[src/ovr_pkg.sv]
// Shared types and constants of the one-vs-rest logistic trainer.
// Holds opcodes, status codes, register indexes, the controller-to-datapath
// command and status structs, and the sigmoid lookup table.
`default_nettype none

package ovr_pkg;

  // Input opcodes
  localparam logic [1:0] OP_LOAD    = 2'd0;
  localparam logic [1:0] OP_TRAIN   = 2'd1;
  localparam logic [1:0] OP_PREDICT = 2'd2;

  // Result status codes
  localparam logic [1:0] ST_OK         = 2'd0;
  localparam logic [1:0] ST_STORE_FULL = 2'd1;
  localparam logic [1:0] ST_NO_SAMPLES = 2'd2;
  localparam logic [1:0] ST_TABLE_FULL = 2'd3;

  // Configuration register indexes and reset values
  localparam int unsigned CFG_IDX_W = 2;
  localparam int unsigned CFG_DATA_W = 20;
  localparam logic [CFG_IDX_W-1:0] CFG_LEARNING_RATE   = 2'd0;
  localparam logic [CFG_IDX_W-1:0] CFG_ITERATION_COUNT = 2'd1;
  localparam logic [15:0] LEARNING_RATE_RESET   = 16'd66;
  localparam logic [19:0] ITERATION_COUNT_RESET = 20'd100000;

  // Bias input 1.0 in Q8.8 and the saturated sigmoid value
  localparam logic signed [15:0] BIAS_ONE = 16'sd256;
  localparam logic [15:0] SIG_TOP = 16'd65514;

  // Controller commands to the datapath
  typedef struct packed {
    logic       accept;     // latch the input item, clear the best result
    logic       smp_we;     // store the latched sample
    logic       smp_re;     // read one stored sample
    logic       mdl_re;     // read one stored model
    logic       mdl_we;     // store working weights as a model
    logic       clr_w;      // zero working weights
    logic       clr_g;      // zero gradient sums
    logic       use_model;  // dot product on model weights and input features
    logic       mac;        // one dot product term
    logic       sig1;       // sigmoid: magnitude and table lookup
    logic       sig2;       // sigmoid: interpolation and error
    logic       grad;       // one gradient term
    logic       div_start;  // load divider with |g[wsel]|
    logic       div_step;   // one quotient bit
    logic       mul_start;  // load rate multiplier with the quotient
    logic       mul_step;   // one rate bit
    logic       apply;      // saturating update of w[wsel]
    logic       best_upd;   // compare model output against best so far
    logic [1:0] wsel;       // weight index
  } ovr_cmd_t;

  // Datapath status to the controller
  typedef struct packed {
    logic div_last;
    logic mul_last;
  } ovr_stat_t;

  // Sigmoid at k/2 for k = 0..16, Q0.16
  function automatic logic [15:0] sig_tab(input logic [4:0] k);
    logic [15:0] v;
    case (k)
      5'd0:    v = 16'd32768;
      5'd1:    v = 16'd40793;
      5'd2:    v = 16'd47911;
      5'd3:    v = 16'd53581;
      5'd4:    v = 16'd57724;
      5'd5:    v = 16'd60565;
      5'd6:    v = 16'd62428;
      5'd7:    v = 16'd63615;
      5'd8:    v = 16'd64357;
      5'd9:    v = 16'd64816;
      5'd10:   v = 16'd65097;
      5'd11:   v = 16'd65269;
      5'd12:   v = 16'd65374;
      5'd13:   v = 16'd65437;
      5'd14:   v = 16'd65476;
      5'd15:   v = 16'd65500;
      default: v = 16'd65514;
    endcase
    return v;
  endfunction

endpackage

`default_nettype wire

[src/ovr_ctrl.sv]
// Controller of the one-vs-rest logistic trainer: item decode, sample and
// model counts, loop counters and the sequencer that drives ovr_dpath.
// Depends on ovr_pkg for opcodes, status codes and the command struct.
`default_nettype none

module ovr_ctrl #(
  parameter int unsigned MAX_SAMPLES   = 256,
  parameter int unsigned FEATURE_COUNT = 2,
  parameter int unsigned MAX_MODELS    = 8,
  localparam int unsigned SA_W  = (MAX_SAMPLES > 1) ? $clog2(MAX_SAMPLES) : 1,
  localparam int unsigned MA_W  = (MAX_MODELS > 1) ? $clog2(MAX_MODELS) : 1,
  localparam int unsigned CNT_W = $clog2(MAX_SAMPLES + 1)
) (
  input  wire                   clk_i,
  input  wire                   rst_ni,
  input  wire                   in_valid_i,
  input  wire logic [1:0]       opcode_i,
  output logic                  in_stall_o,
  input  wire logic [19:0]      iteration_count_i,
  input  ovr_pkg::ovr_stat_t    stat_i,
  output ovr_pkg::ovr_cmd_t     cmd_o,
  output logic [SA_W-1:0]       smp_addr_o,
  output logic [MA_W-1:0]       mdl_rd_addr_o,
  output logic [MA_W-1:0]       mdl_wr_addr_o,
  output logic [CNT_W-1:0]      scnt_o,
  input  wire                   out_free_i,
  output logic                  push_o,
  output logic [1:0]            status_o
);

  localparam int unsigned MC_W  = $clog2(MAX_MODELS + 1);
  localparam int unsigned IDX_W = (SA_W > MA_W) ? SA_W : MA_W;
  localparam int unsigned CMP_W = IDX_W + 1;
  localparam logic [1:0]  LAST_W = 2'(FEATURE_COUNT);

  localparam logic [4:0] S_IDLE   = 5'd0;
  localparam logic [4:0] S_LOAD   = 5'd1;
  localparam logic [4:0] S_T_INIT = 5'd2;
  localparam logic [4:0] S_T_RD   = 5'd3;
  localparam logic [4:0] S_T_DOT  = 5'd4;
  localparam logic [4:0] S_T_SIG1 = 5'd5;
  localparam logic [4:0] S_T_SIG2 = 5'd6;
  localparam logic [4:0] S_T_GRAD = 5'd7;
  localparam logic [4:0] S_U_DIV0 = 5'd8;
  localparam logic [4:0] S_U_DIV  = 5'd9;
  localparam logic [4:0] S_U_MUL0 = 5'd10;
  localparam logic [4:0] S_U_MUL  = 5'd11;
  localparam logic [4:0] S_U_APPLY = 5'd12;
  localparam logic [4:0] S_T_SAVE = 5'd13;
  localparam logic [4:0] S_P_RD   = 5'd14;
  localparam logic [4:0] S_P_DOT  = 5'd15;
  localparam logic [4:0] S_P_SIG1 = 5'd16;
  localparam logic [4:0] S_P_SIG2 = 5'd17;
  localparam logic [4:0] S_P_CMP  = 5'd18;
  localparam logic [4:0] S_PUSH   = 5'd19;

  logic [4:0]       state_q, state_d;
  logic [CNT_W-1:0] scnt_q, scnt_d;
  logic [MC_W-1:0]  mcnt_q, mcnt_d;
  logic [IDX_W-1:0] idx_q, idx_d;
  logic [1:0]       j_q, j_d;
  logic [19:0]      iter_q, iter_d;
  logic [1:0]       status_q, status_d;

  logic last_smp, last_mdl, last_j;
  assign last_smp = (CMP_W'(idx_q) + CMP_W'(1)) == CMP_W'(scnt_q);
  assign last_mdl = (CMP_W'(idx_q) + CMP_W'(1)) == CMP_W'(mcnt_q);
  assign last_j   = (j_q == LAST_W);

  assign in_stall_o    = (state_q != S_IDLE);
  assign smp_addr_o    = (state_q == S_LOAD) ? scnt_q[SA_W-1:0] : idx_q[SA_W-1:0];
  assign mdl_rd_addr_o = idx_q[MA_W-1:0];
  assign mdl_wr_addr_o = mcnt_q[MA_W-1:0];
  assign scnt_o        = scnt_q;
  assign status_o      = status_q;

  // Sequence one item
  always_comb begin
    state_d  = state_q;
    scnt_d   = scnt_q;
    mcnt_d   = mcnt_q;
    idx_d    = idx_q;
    j_d      = j_q;
    iter_d   = iter_q;
    status_d = status_q;
    cmd_o    = '0;
    cmd_o.wsel = j_q;
    push_o   = 1'b0;

    unique case (state_q)
      S_IDLE: begin
        if (in_valid_i) begin
          cmd_o.accept = 1'b1;
          status_d     = ovr_pkg::ST_OK;
          idx_d        = '0;
          j_d          = 2'd0;
          unique case (opcode_i)
            ovr_pkg::OP_LOAD: state_d = S_LOAD;
            ovr_pkg::OP_TRAIN: begin
              if (scnt_q == '0) begin
                status_d = ovr_pkg::ST_NO_SAMPLES;
                state_d  = S_PUSH;
              end else if (mcnt_q == MC_W'(MAX_MODELS)) begin
                status_d = ovr_pkg::ST_TABLE_FULL;
                state_d  = S_PUSH;
              end else begin
                state_d = S_T_INIT;
              end
            end
            ovr_pkg::OP_PREDICT: state_d = (mcnt_q == '0) ? S_PUSH : S_P_RD;
            default: state_d = S_PUSH;
          endcase
        end
      end
      S_LOAD: begin
        if (scnt_q == CNT_W'(MAX_SAMPLES)) begin
          status_d = ovr_pkg::ST_STORE_FULL;
        end else begin
          cmd_o.smp_we = 1'b1;
          scnt_d       = scnt_q + CNT_W'(1);
        end
        state_d = S_PUSH;
      end
      S_T_INIT: begin
        cmd_o.clr_w = 1'b1;
        cmd_o.clr_g = 1'b1;
        iter_d      = '0;
        idx_d       = '0;
        state_d     = (iteration_count_i == '0) ? S_T_SAVE : S_T_RD;
      end
      S_T_RD: begin
        cmd_o.smp_re = 1'b1;
        j_d          = 2'd0;
        state_d      = S_T_DOT;
      end
      S_T_DOT: begin
        cmd_o.mac = 1'b1;
        if (last_j) begin
          state_d = S_T_SIG1;
        end else begin
          j_d = j_q + 2'd1;
        end
      end
      S_T_SIG1: begin
        cmd_o.sig1 = 1'b1;
        state_d    = S_T_SIG2;
      end
      S_T_SIG2: begin
        cmd_o.sig2 = 1'b1;
        j_d        = 2'd0;
        state_d    = S_T_GRAD;
      end
      S_T_GRAD: begin
        cmd_o.grad = 1'b1;
        if (last_j) begin
          j_d = 2'd0;
          if (last_smp) begin
            state_d = S_U_DIV0;
          end else begin
            idx_d   = idx_q + IDX_W'(1);
            state_d = S_T_RD;
          end
        end else begin
          j_d = j_q + 2'd1;
        end
      end
      S_U_DIV0: begin
        cmd_o.div_start = 1'b1;
        state_d         = S_U_DIV;
      end
      S_U_DIV: begin
        cmd_o.div_step = 1'b1;
        if (stat_i.div_last) begin
          state_d = S_U_MUL0;
        end
      end
      S_U_MUL0: begin
        cmd_o.mul_start = 1'b1;
        state_d         = S_U_MUL;
      end
      S_U_MUL: begin
        cmd_o.mul_step = 1'b1;
        if (stat_i.mul_last) begin
          state_d = S_U_APPLY;
        end
      end
      S_U_APPLY: begin
        cmd_o.apply = 1'b1;
        if (last_j) begin
          j_d = 2'd0;
          if (iter_q + 20'd1 == iteration_count_i) begin
            state_d = S_T_SAVE;
          end else begin
            iter_d      = iter_q + 20'd1;
            cmd_o.clr_g = 1'b1;
            idx_d       = '0;
            state_d     = S_T_RD;
          end
        end else begin
          j_d     = j_q + 2'd1;
          state_d = S_U_DIV0;
        end
      end
      S_T_SAVE: begin
        cmd_o.mdl_we = 1'b1;
        mcnt_d       = mcnt_q + MC_W'(1);
        state_d      = S_PUSH;
      end
      S_P_RD: begin
        cmd_o.mdl_re = 1'b1;
        j_d          = 2'd0;
        state_d      = S_P_DOT;
      end
      S_P_DOT: begin
        cmd_o.mac       = 1'b1;
        cmd_o.use_model = 1'b1;
        if (last_j) begin
          state_d = S_P_SIG1;
        end else begin
          j_d = j_q + 2'd1;
        end
      end
      S_P_SIG1: begin
        cmd_o.sig1 = 1'b1;
        state_d    = S_P_SIG2;
      end
      S_P_SIG2: begin
        cmd_o.sig2 = 1'b1;
        state_d    = S_P_CMP;
      end
      S_P_CMP: begin
        cmd_o.best_upd = 1'b1;
        if (last_mdl) begin
          state_d = S_PUSH;
        end else begin
          idx_d   = idx_q + IDX_W'(1);
          state_d = S_P_RD;
        end
      end
      S_PUSH: begin
        if (out_free_i) begin
          push_o  = 1'b1;
          state_d = S_IDLE;
        end
      end
      default: state_d = S_IDLE;
    endcase
  end

  always_ff @(posedge clk_i or negedge rst_ni) begin
    if (!rst_ni) begin
      state_q  <= S_IDLE;
      scnt_q   <= '0;
      mcnt_q   <= '0;
      idx_q    <= '0;
      j_q      <= 2'd0;
      iter_q   <= '0;
      status_q <= ovr_pkg::ST_OK;
    end else begin
      state_q  <= state_d;
      scnt_q   <= scnt_d;
      mcnt_q   <= mcnt_d;
      idx_q    <= idx_d;
      j_q      <= j_d;
      iter_q   <= iter_d;
      status_q <= status_d;
    end
  end

endmodule

`default_nettype wire

[config.mk]
export PLATFORM = sky130hd
export DESIGN_NAME = ovr_ctrl
export DESIGN_NICKNAME = d
export VERILOG_FILES = /design/src/ovr_pkg.sv /design/src/ovr_ctrl.sv
export SDC_FILE = /design/constraint.sdc
export NUM_CORES = 1
export LEC_CHECK = 0
export BUFFER_PORTS_ARGS = -buffer_cell sky130_fd_sc_hd__buf_2
export CORE_AREA = 3 3 105 107
export CTS_CLUSTER_DIAMETER = 120
export DETAILED_ROUTE_END_ITERATION = 12
export DIE_AREA = 0 0 108 110
export HOLD_SLACK_MARGIN = 0.03
export PLACE_DENSITY = 0.64
export SLEW_MARGIN = 25
export SYNTH_ARGS = -nofsm -noshare
export SYNTH_HDL_FRONTEND = slang
export SYNTH_SLANG_ARGS = --single-unit
[constraint.sdc]
create_clock -name clk_i -period 5.05 [get_ports clk_i]
set_input_delay 1.01 -clock clk_i [delete_from_list [all_inputs] [get_ports clk_i]]
set_output_delay 1.01 -clock clk_i [all_outputs]
set_load 0.1 [all_outputs]
==> flow_metrics.py, run 1 <==
metrics = {
    "flow_run": {
        "drv_cap": 0,
    },
    "global_routing": {
        "grt_util_met3_pct": 2.679,
        "grt_pass1_wl_mm": 20.71,
        "track_usage_pct": 21.47,
        "gr-max-usage-layer": "met2",
        "first_global_vias": 4179,
        "use_met2_pct": 34.90,
        "antenna_found_initial": 0,
        "overflow": 0,
        "grt.met1_usage_pct": 30.62,
        "grt_max_degree": 51,
    },
    "power": {
        "comb_power_share_pct": 63.0,
        "p_int_uw": 932.0,
        "power_density_mw_per_mm2": 459.9,
        "switching_power_uw": 1366,
        "p_sw_share_pct": 59.44,
        "vdd_drop_max_mv": 0.4454,
        "clock_power_share_pct": 11.4,
        "leakage_uw": 0.002211,
        "seqPwrFrac_pct": 25.6,
    },
    "final_layout": {
        "nFillCells": 1011,
        "fin_cells": 748,
        "drive_gt1_share_pct": 18.79,
        "fin_nets": 648,
        "areaGrowthSynthToFinish_pct": 9.397,
        "n_antenna_cell": 0,
    },
    "critical_path": {
        "required_ns": 4.04,
        "rr_worst_depth": 9,
        "critPathArrivalTime_ns": 3.56,
        "cp_num_buf_inv": 1,
        "cpPeakStageDelay_ns": 0.56,
        "path_delay_family": "simple AND/OR/NAND/NOR gates",
        "cp-start-kind": "flop",
        "rr_endpoint": "idx_q[0]",
        "cp-end-kind": "primary output",
        "rr_startpoint": "iter_q[0]",
        "critPathKind": "reg -> out",
        "cpMaxStageDelayCell": "or4_4",
        "path_cells": "ha_1, nand3_1, nor4_4, a31oi_1, or4_4, a2111oi_4, a21oi_2, or2_1, buf_2",
        "reg2reg_slack_ns": 1.40,
        "critical_path_peak_fanout": 10,
    },
    "timing": {
        "slew_headroom_pct": 39.83,
        "finalSetupViolCount": 0,
        "hold_viol": 0,
        "maxSlewViolCount": 0,
        "rsz0062_at_grt": "false",
        "finClkSkew_ns": 0.01089,
        "tightest_slew_ns": 0.8798,
        "min_period_over_period_pct": 90.51,
        "setup-tns-final_ns": 0,
        "fin_crit_ns": 4.571,
        "fmax_mhz": 218.8,
    },
    "yosys": {
        "yosysTopAreaCellShare_pct": 27.40,
        "synth_cell_type_count": 81,
        "yosysWarnings": 0,
        "synth-seq-area-share_pct": 27.40,
        "yosys.area.top_type": "dfrtp_1",
        "yosysMostFrequentCell": "dfrtp_1",
        "synth_cells": 570,
        "ys_top_cells_by_area": "dfrtp_1 27%, xnor2_1 5.6%, o21ai_0 4.2%",
        "synth_flop_cell": "dfrtp_1",
        "synth.cell_area_mm2": 0.004567,
        "avgSynthCellArea_um2": 8.012,
        "netlist_top_cells_count": "50 x dfrtp_1, 47 x nor2_1, 45 x nand2_1",
        "synth-seq-cells": 50,
        "synth-edff-count": 0,
        "ys_async_sr_fraction_pct": 100.0,
        "syn-num-nets": 607,
    },
    "drt": {
        "first_iter_violations": 321,
        "drcViolationCount": 0,
        "wl_per_cell_um": 16.82,
        "vias_per_cell": 5.952,
        "num_vias": 4452,
        "routed_wl_mm": 12.58,
        "drt_first_pass_iters": 5,
        "final_antenna_net_count": 0,
    },
    "floorplan": {
        "die_height_um": 110,
        "core_mm2": 0.01023,
        "start_util_pct": 44.64,
        "die_x_um": 108,
        "pin_count": 75,
        "die_area_mm2": 0.01188,
        "num_rows": 37,
    },
    "clock_tree": {
        "cts_root_buffer": "clkbuf_8",
        "worstSkewPairLatency_ns": 0.31,
        "clock_path_buffers": 2,
        "clk_pin_slew_ns": 0.10,
        "cts.repair.resized": 0,
        "cts_tree": "yes",
        "cts_setup_buffers": 0,
        "htreeDepth": 2,
        "cts_hold_buf": 0,
        "cts_buffers": 5,
        "cts.sinks": 50,
    },
    "placed_design": {
        "dp.cells": 740,
        "port_buffers": 74,
        "place_congestion": 0.9124,
        "place_hpwl_mm": 9.328,
    },
    "run_status": {
        "status": "completed",
    },
    "min_path": {
        "hold_depth": 1,
        "holdPathEnd": "status_o[0]",
        "worstHoldStart": "status_o[0]",
        "hp-class": "reg -> reg",
    },
}
-- registers in the layout, summed over array words and instances (netlist names) --
register	flops
idx_q	8
iter_q	20
j_q	2
state_q	5
status_o	2
mcnt_q	4
scnt_o	9
-- metal layers --
metal / routed length [um] / share of wire [%] / vias up
li1: - / - / 2141
met1: 5776 / 46 / 2124
met2: 5894 / 47 / 170
met3: 750 / 6.0 / 17
met4: 157 / 1.2 / 0
met5: 0 / 0 / -
-- logic make-up after synthesis --
kind of cell / Yosys count / synth area share, %
flip-flops: 50 / 27.40
AND/OR/NAND/NOR: 233 / 28.19
buffers and inverters: 81 / 8.301
multiplexers: 17 / 3.945
XOR/XNOR: 44 / 9.068
adder cells (fa/ha/maj): 9 / 2.466
AO/OA/AOI/OAI: 136 / 20.63
-- worst max path at each step --
| stage | from | to | slack (ns) | cells past startpoint |
|---|---|---|---|---|
| 2_1_floorplan | state_q[3] | smp_addr_o[0] | 0.60 | 5 |
| 5_1_grt | iter_q[0] | cmd_o[13] | 0.25 | 9 |
| 4_1_cts | iter_q[0] | cmd_o[13] | 0.47 | 9 |
| 3_5_place_dp | iteration_count_i[1] | cmd_o[13] | 0.71 | 9 |
| 6_report | iter_q[0] | cmd_o[13] | 0.48 | 9 |
| 3_3_place_gp | iteration_count_i[0] | cmd_o[13] | 0.80 | 9 |
-- power by group through the flow --
| stage | Sequential, uW | Combinational, uW | Clock [uW] |
|---|---|---|---|
| final | 589 | 1450 | 261 |
| after floorplan | 718 | 1060 | 0 |
| after CTS | 586 | 1440 | 267 |
| after detailed placement | 594 | 1440 | 0 |
| after global placement | 591 | 1420 | 0 |
| after global routing | 604 | 1550 | 281 |
-- metrics by stage --
step                      utilization (%)  cell area [um^2]  hold WS, ns  setup slack, ns  total power, uW
final                               48.83              4996       0.5218           0.4794             2298
after global routing                48.83              4996       0.5304           0.2509             2431
after CTS                           48.83              4996       0.5233           0.4707             2294
after detailed placement            47.87              4897       0.4968           0.7111             2030
after global placement              47.87              4897       0.4932           0.8000             2007
after floorplan                         -              4567       0.5221           0.5985             1774
-- layout by cell type, fill, tap and decap left out, types with 3 or more instances in the layout --
cell type,n
a2111oi_0,4
a21o_1,3
a21oi_1,24
a221oi_1,3
a22o_1,3
a31oi_1,8
and2_1,7
and3_1,8
and4_1,4
buf_2,74
buf_4,4
clkbuf_8,6
dfrtp_1,50
ha_1,9
inv_1,37
mux2_2,6
mux2i_1,9
nand2_1,45
nand2b_1,5
nand3_1,24
nand3b_1,7
nand4_1,10
nor2_1,47
nor2b_1,9
nor3_1,15
nor3b_1,8
nor4_1,17
o2111ai_1,3
o211ai_1,6
o21ai_0,38
o21ai_2,7
o221ai_1,3
o22ai_1,5
or3_1,6
xnor2_1,29
xor2_1,13
-- area by class of cell --
type	count	area, um^2	area share [%]
Inverter	37	138.9	2.780
Multi-Input combinational cell	439	2937	58.78
Clock buffer	6	82.58	1.653
Timing Repair Buffer	78	400.4	8.014
Tap cell	136	170.2	3.406
Sequential cell	50	1251	25.04
Clock inverter	2	16.27	0.3256
No activity file was read; power rests on OpenSTA's default activity.
==> inputs of run 2 (changes only) <==
Settings changed: ABC_AREA set to 1.
==> run 2 against run 1 <==
Compared with the run above:
- synthesized area decreased by 1.3%
- die area stayed put
- cell area up 1.5%
- critical path depth rose by 7
- via count up 10%
- power shrank 1.6%
- clock-buffer cell count up 1
- clock power up 2%
- combinational power about the same
- non-clock buffer count unchanged
- synthesized cell count up 28%
- clock skew about the same
==> flow_metrics.py, run 2 <==
metrics = {
    "power": {
        "power_uw": 2260,
        "leakage_uw": 0.002797,
        "vdd_drop_max_mv": 0.6993,
        "p_sw_share_pct": 60.90,
        "seqPwrFrac_pct": 24.3,
        "power_density_mw_per_mm2": 445.5,
        "switching_power_uw": 1376,
        "p_int_uw": 883.6,
        "comb_power_share_pct": 64.0,
        "clock_power_share_pct": 11.7,
    },
    "global_routing": {
        "track_usage_pct": 22.41,
        "antenna_found_initial": 0,
        "overflow": 0,
        "grt_max_degree": 51,
        "first_global_vias": 4676,
        "grt_pass1_wl_mm": 21.72,
    },
    "timing": {
        "fin_ws_ns": 0.8485,
        "rsz0062_at_grt": "false",
        "fin_crit_ns": 4.202,
        "hold_viol": 0,
        "min_period_over_period_pct": 83.20,
        "setup-tns-final_ns": 0,
        "finalSetupViolCount": 0,
        "finClkSkew_ns": 0.01071,
        "hold_slack_ns": 0.4977,
        "slew_headroom_pct": 56.02,
        "maxSlewViolCount": 0,
        "tightest_slew_ns": 0.6597,
        "fmax_mhz": 238.0,
    },
    "clock_tree": {
        "cts_tree": "yes",
        "cts.repair.resized": 0,
        "clk_pin_slew_ns": 0.09,
        "htreeDepth": 2,
        "cts.sinks": 50,
        "clock_path_buffers": 2,
        "worstSkewPairLatency_ns": 0.31,
        "cts_hold_buf": 0,
        "cts_setup_buffers": 0,
        "cts_root_buffer": "clkbuf_8",
        "cts_buffers": 5,
    },
    "yosys": {
        "synth_cell_type_count": 42,
        "synth-seq-cells": 50,
        "yosysWarnings": 0,
        "yosysMostFrequentCell": "nand2_1",
        "synth.cell_area_mm2": 0.004508,
        "syn-num-nets": 768,
        "synth_cells": 731,
        "synth_flop_cell": "dfrtp_1",
        "ys_top_cells_by_area": "dfrtp_1 28%, nand2_1 20%, nand3_1 11%",
        "netlist_top_cells_count": "236 x nand2_1, 102 x nand3_1, 99 x inv_1",
        "yosys.area.top_type": "dfrtp_1",
        "avgSynthCellArea_um2": 6.167,
        "yosysTopAreaCellShare_pct": 27.75,
        "synth-edff-count": 0,
        "synth-seq-area-share_pct": 27.75,
        "ys_async_sr_fraction_pct": 100.0,
    },
    "drt": {
        "first_iter_violations": 412,
        "wl_per_cell_um": 13.95,
        "num_vias": 4896,
        "final_antenna_net_count": 0,
        "drcViolationCount": 0,
        "routed_wl_mm": 13.03,
        "drt_first_pass_iters": 5,
        "vias_per_cell": 5.242,
    },
    "min_path": {
        "hp-class": "reg -> reg",
        "worstHoldStart": "status_o[0]",
        "holdPathEnd": "status_o[0]",
        "hold_depth": 2,
    },
    "final_layout": {
        "largest_reg_flops": 20,
        "n_antenna_cell": 0,
        "areaGrowthSynthToFinish_pct": 12.52,
        "final_cell_mix": "236 x nand2_1, 102 x nand3_1, 99 x inv_1",
        "fin_util_pct": 49.58,
        "fin_nets": 834,
        "final_common_cell": "nand2_1",
        "top_register": "iter_q",
        "drive_gt1_share_pct": 13.91,
    },
    "floorplan": {
        "die_x_um": 108,
        "num_rows": 37,
        "start_util_pct": 44.06,
        "die_height_um": 110,
        "die_area_mm2": 0.01188,
        "pin_count": 75,
        "core_mm2": 0.01023,
    },
    "critical_path": {
        "rr_endpoint": "state_q[1]",
        "reg2reg_slack_ns": 2.23,
        "rr_startpoint": "iter_q[0]",
        "cp-start-kind": "flop",
        "critical_path_peak_fanout": 22,
        "required_ns": 4.04,
        "critPathArrivalTime_ns": 3.19,
        "critPathKind": "reg -> out",
        "cp-end-kind": "primary output",
        "rr_worst_depth": 16,
    },
    "run_status": {
        "status": "completed",
    },
    "flow_run": {
        "drv_cap": 0,
    },
    "placed_design": {
        "place_congestion": 0.9585,
        "port_buffers": 74,
        "pre_cts_ws_ns": 1.041,
        "place_hpwl_mm": 10.22,
    },
}
==> run 2: worst max-delay path by stage <==
stage	slack, ns	from	to	cells after the start
CTS	0.82	iter_q[0]	cmd_o[13]	15
global route	0.49	iter_q[0]	cmd_o[13]	15
detailed placement	1.04	iteration_count_i[1]	cmd_o[13]	15
finish	0.85	iter_q[0]	cmd_o[13]	16
global placement	1.10	iteration_count_i[1]	cmd_o[13]	15
floorplan	0.10	out_free_i	push_o	2
==> run 2: cells by family after synthesis <==
kind of cell               count (synthesis)  share of synthesized area (%)
adders and majority gates                  9                          2.498
and+or+nand+nor                          491                          49.21
xor gates and xnor gates                  19                          4.302
DFF                                       50                          27.75
AOI/OAI and AO/OA                         41                          5.274
buffers and inverters                    121                          10.96
==> run 2: layer usage <==
| metal | share of wire, % | vias up | track usage [%] |
|---|---|---|---|
| met1 | 46 | 2239 | 30.62 |
| met2 | 46 | 176 | 37.17 |
| met3 | 6.1 | 21 | 3.378 |
| met4 | 1.8 | 0 | 6.222 |
| li1 | - | 2460 | - |
| met5 | 0 | - | 0 |
==> run 2: worst max-delay path: stages, from the launching register on <==
cell and delay (ns):
dfrtp_1 0.43, ha_1 0.26, nand2_2 0.11, nor2_4 0.16
nand2_2 0.12, nor2_4 0.13, nand2_1 0.06, nand2_1 0.09
nand2_1 0.10, nand2_1 0.07, nand2_1 0.05, nand3_1 0.09
nor2_2 0.05, nand2_2 0.34, nand2_4 0.26, nand2_1 0.11
buf_2 0.42
==> run 2: area by class of cell <==
| cell class | count | area (um^2) |
|---|---|---|
| Sequential cell | 50 | 1251 |
| Clock buffer | 7 | 96.34 |
| Timing Repair Buffer | 78 | 400.4 |
| Inverter | 102 | 382.9 |
| Fill cell | 1079 | 5159 |
| Tap cell | 136 | 170.2 |
| Clock inverter | 1 | 8.758 |
| Multi-Input combinational cell | 560 | 2763 |
==> run 2: per-stage QoR <==
step | instances | area [um^2]
floorplan | 731 | 4508
global placement | 926 | 4967
detailed placement | 926 | 4967
CTS | 934 | 5072
global route | 934 | 5072
finish | 934 | 5072
==> run 2: power by group through the flow <==
stage	sequential (uW)	clock [uW]	combinational, uW
after floorplan	747	0	971
final	549	265	1450
after global placement	552	0	1440
after CTS	547	274	1440
after global routing	562	290	1560
after detailed placement	553	0	1440
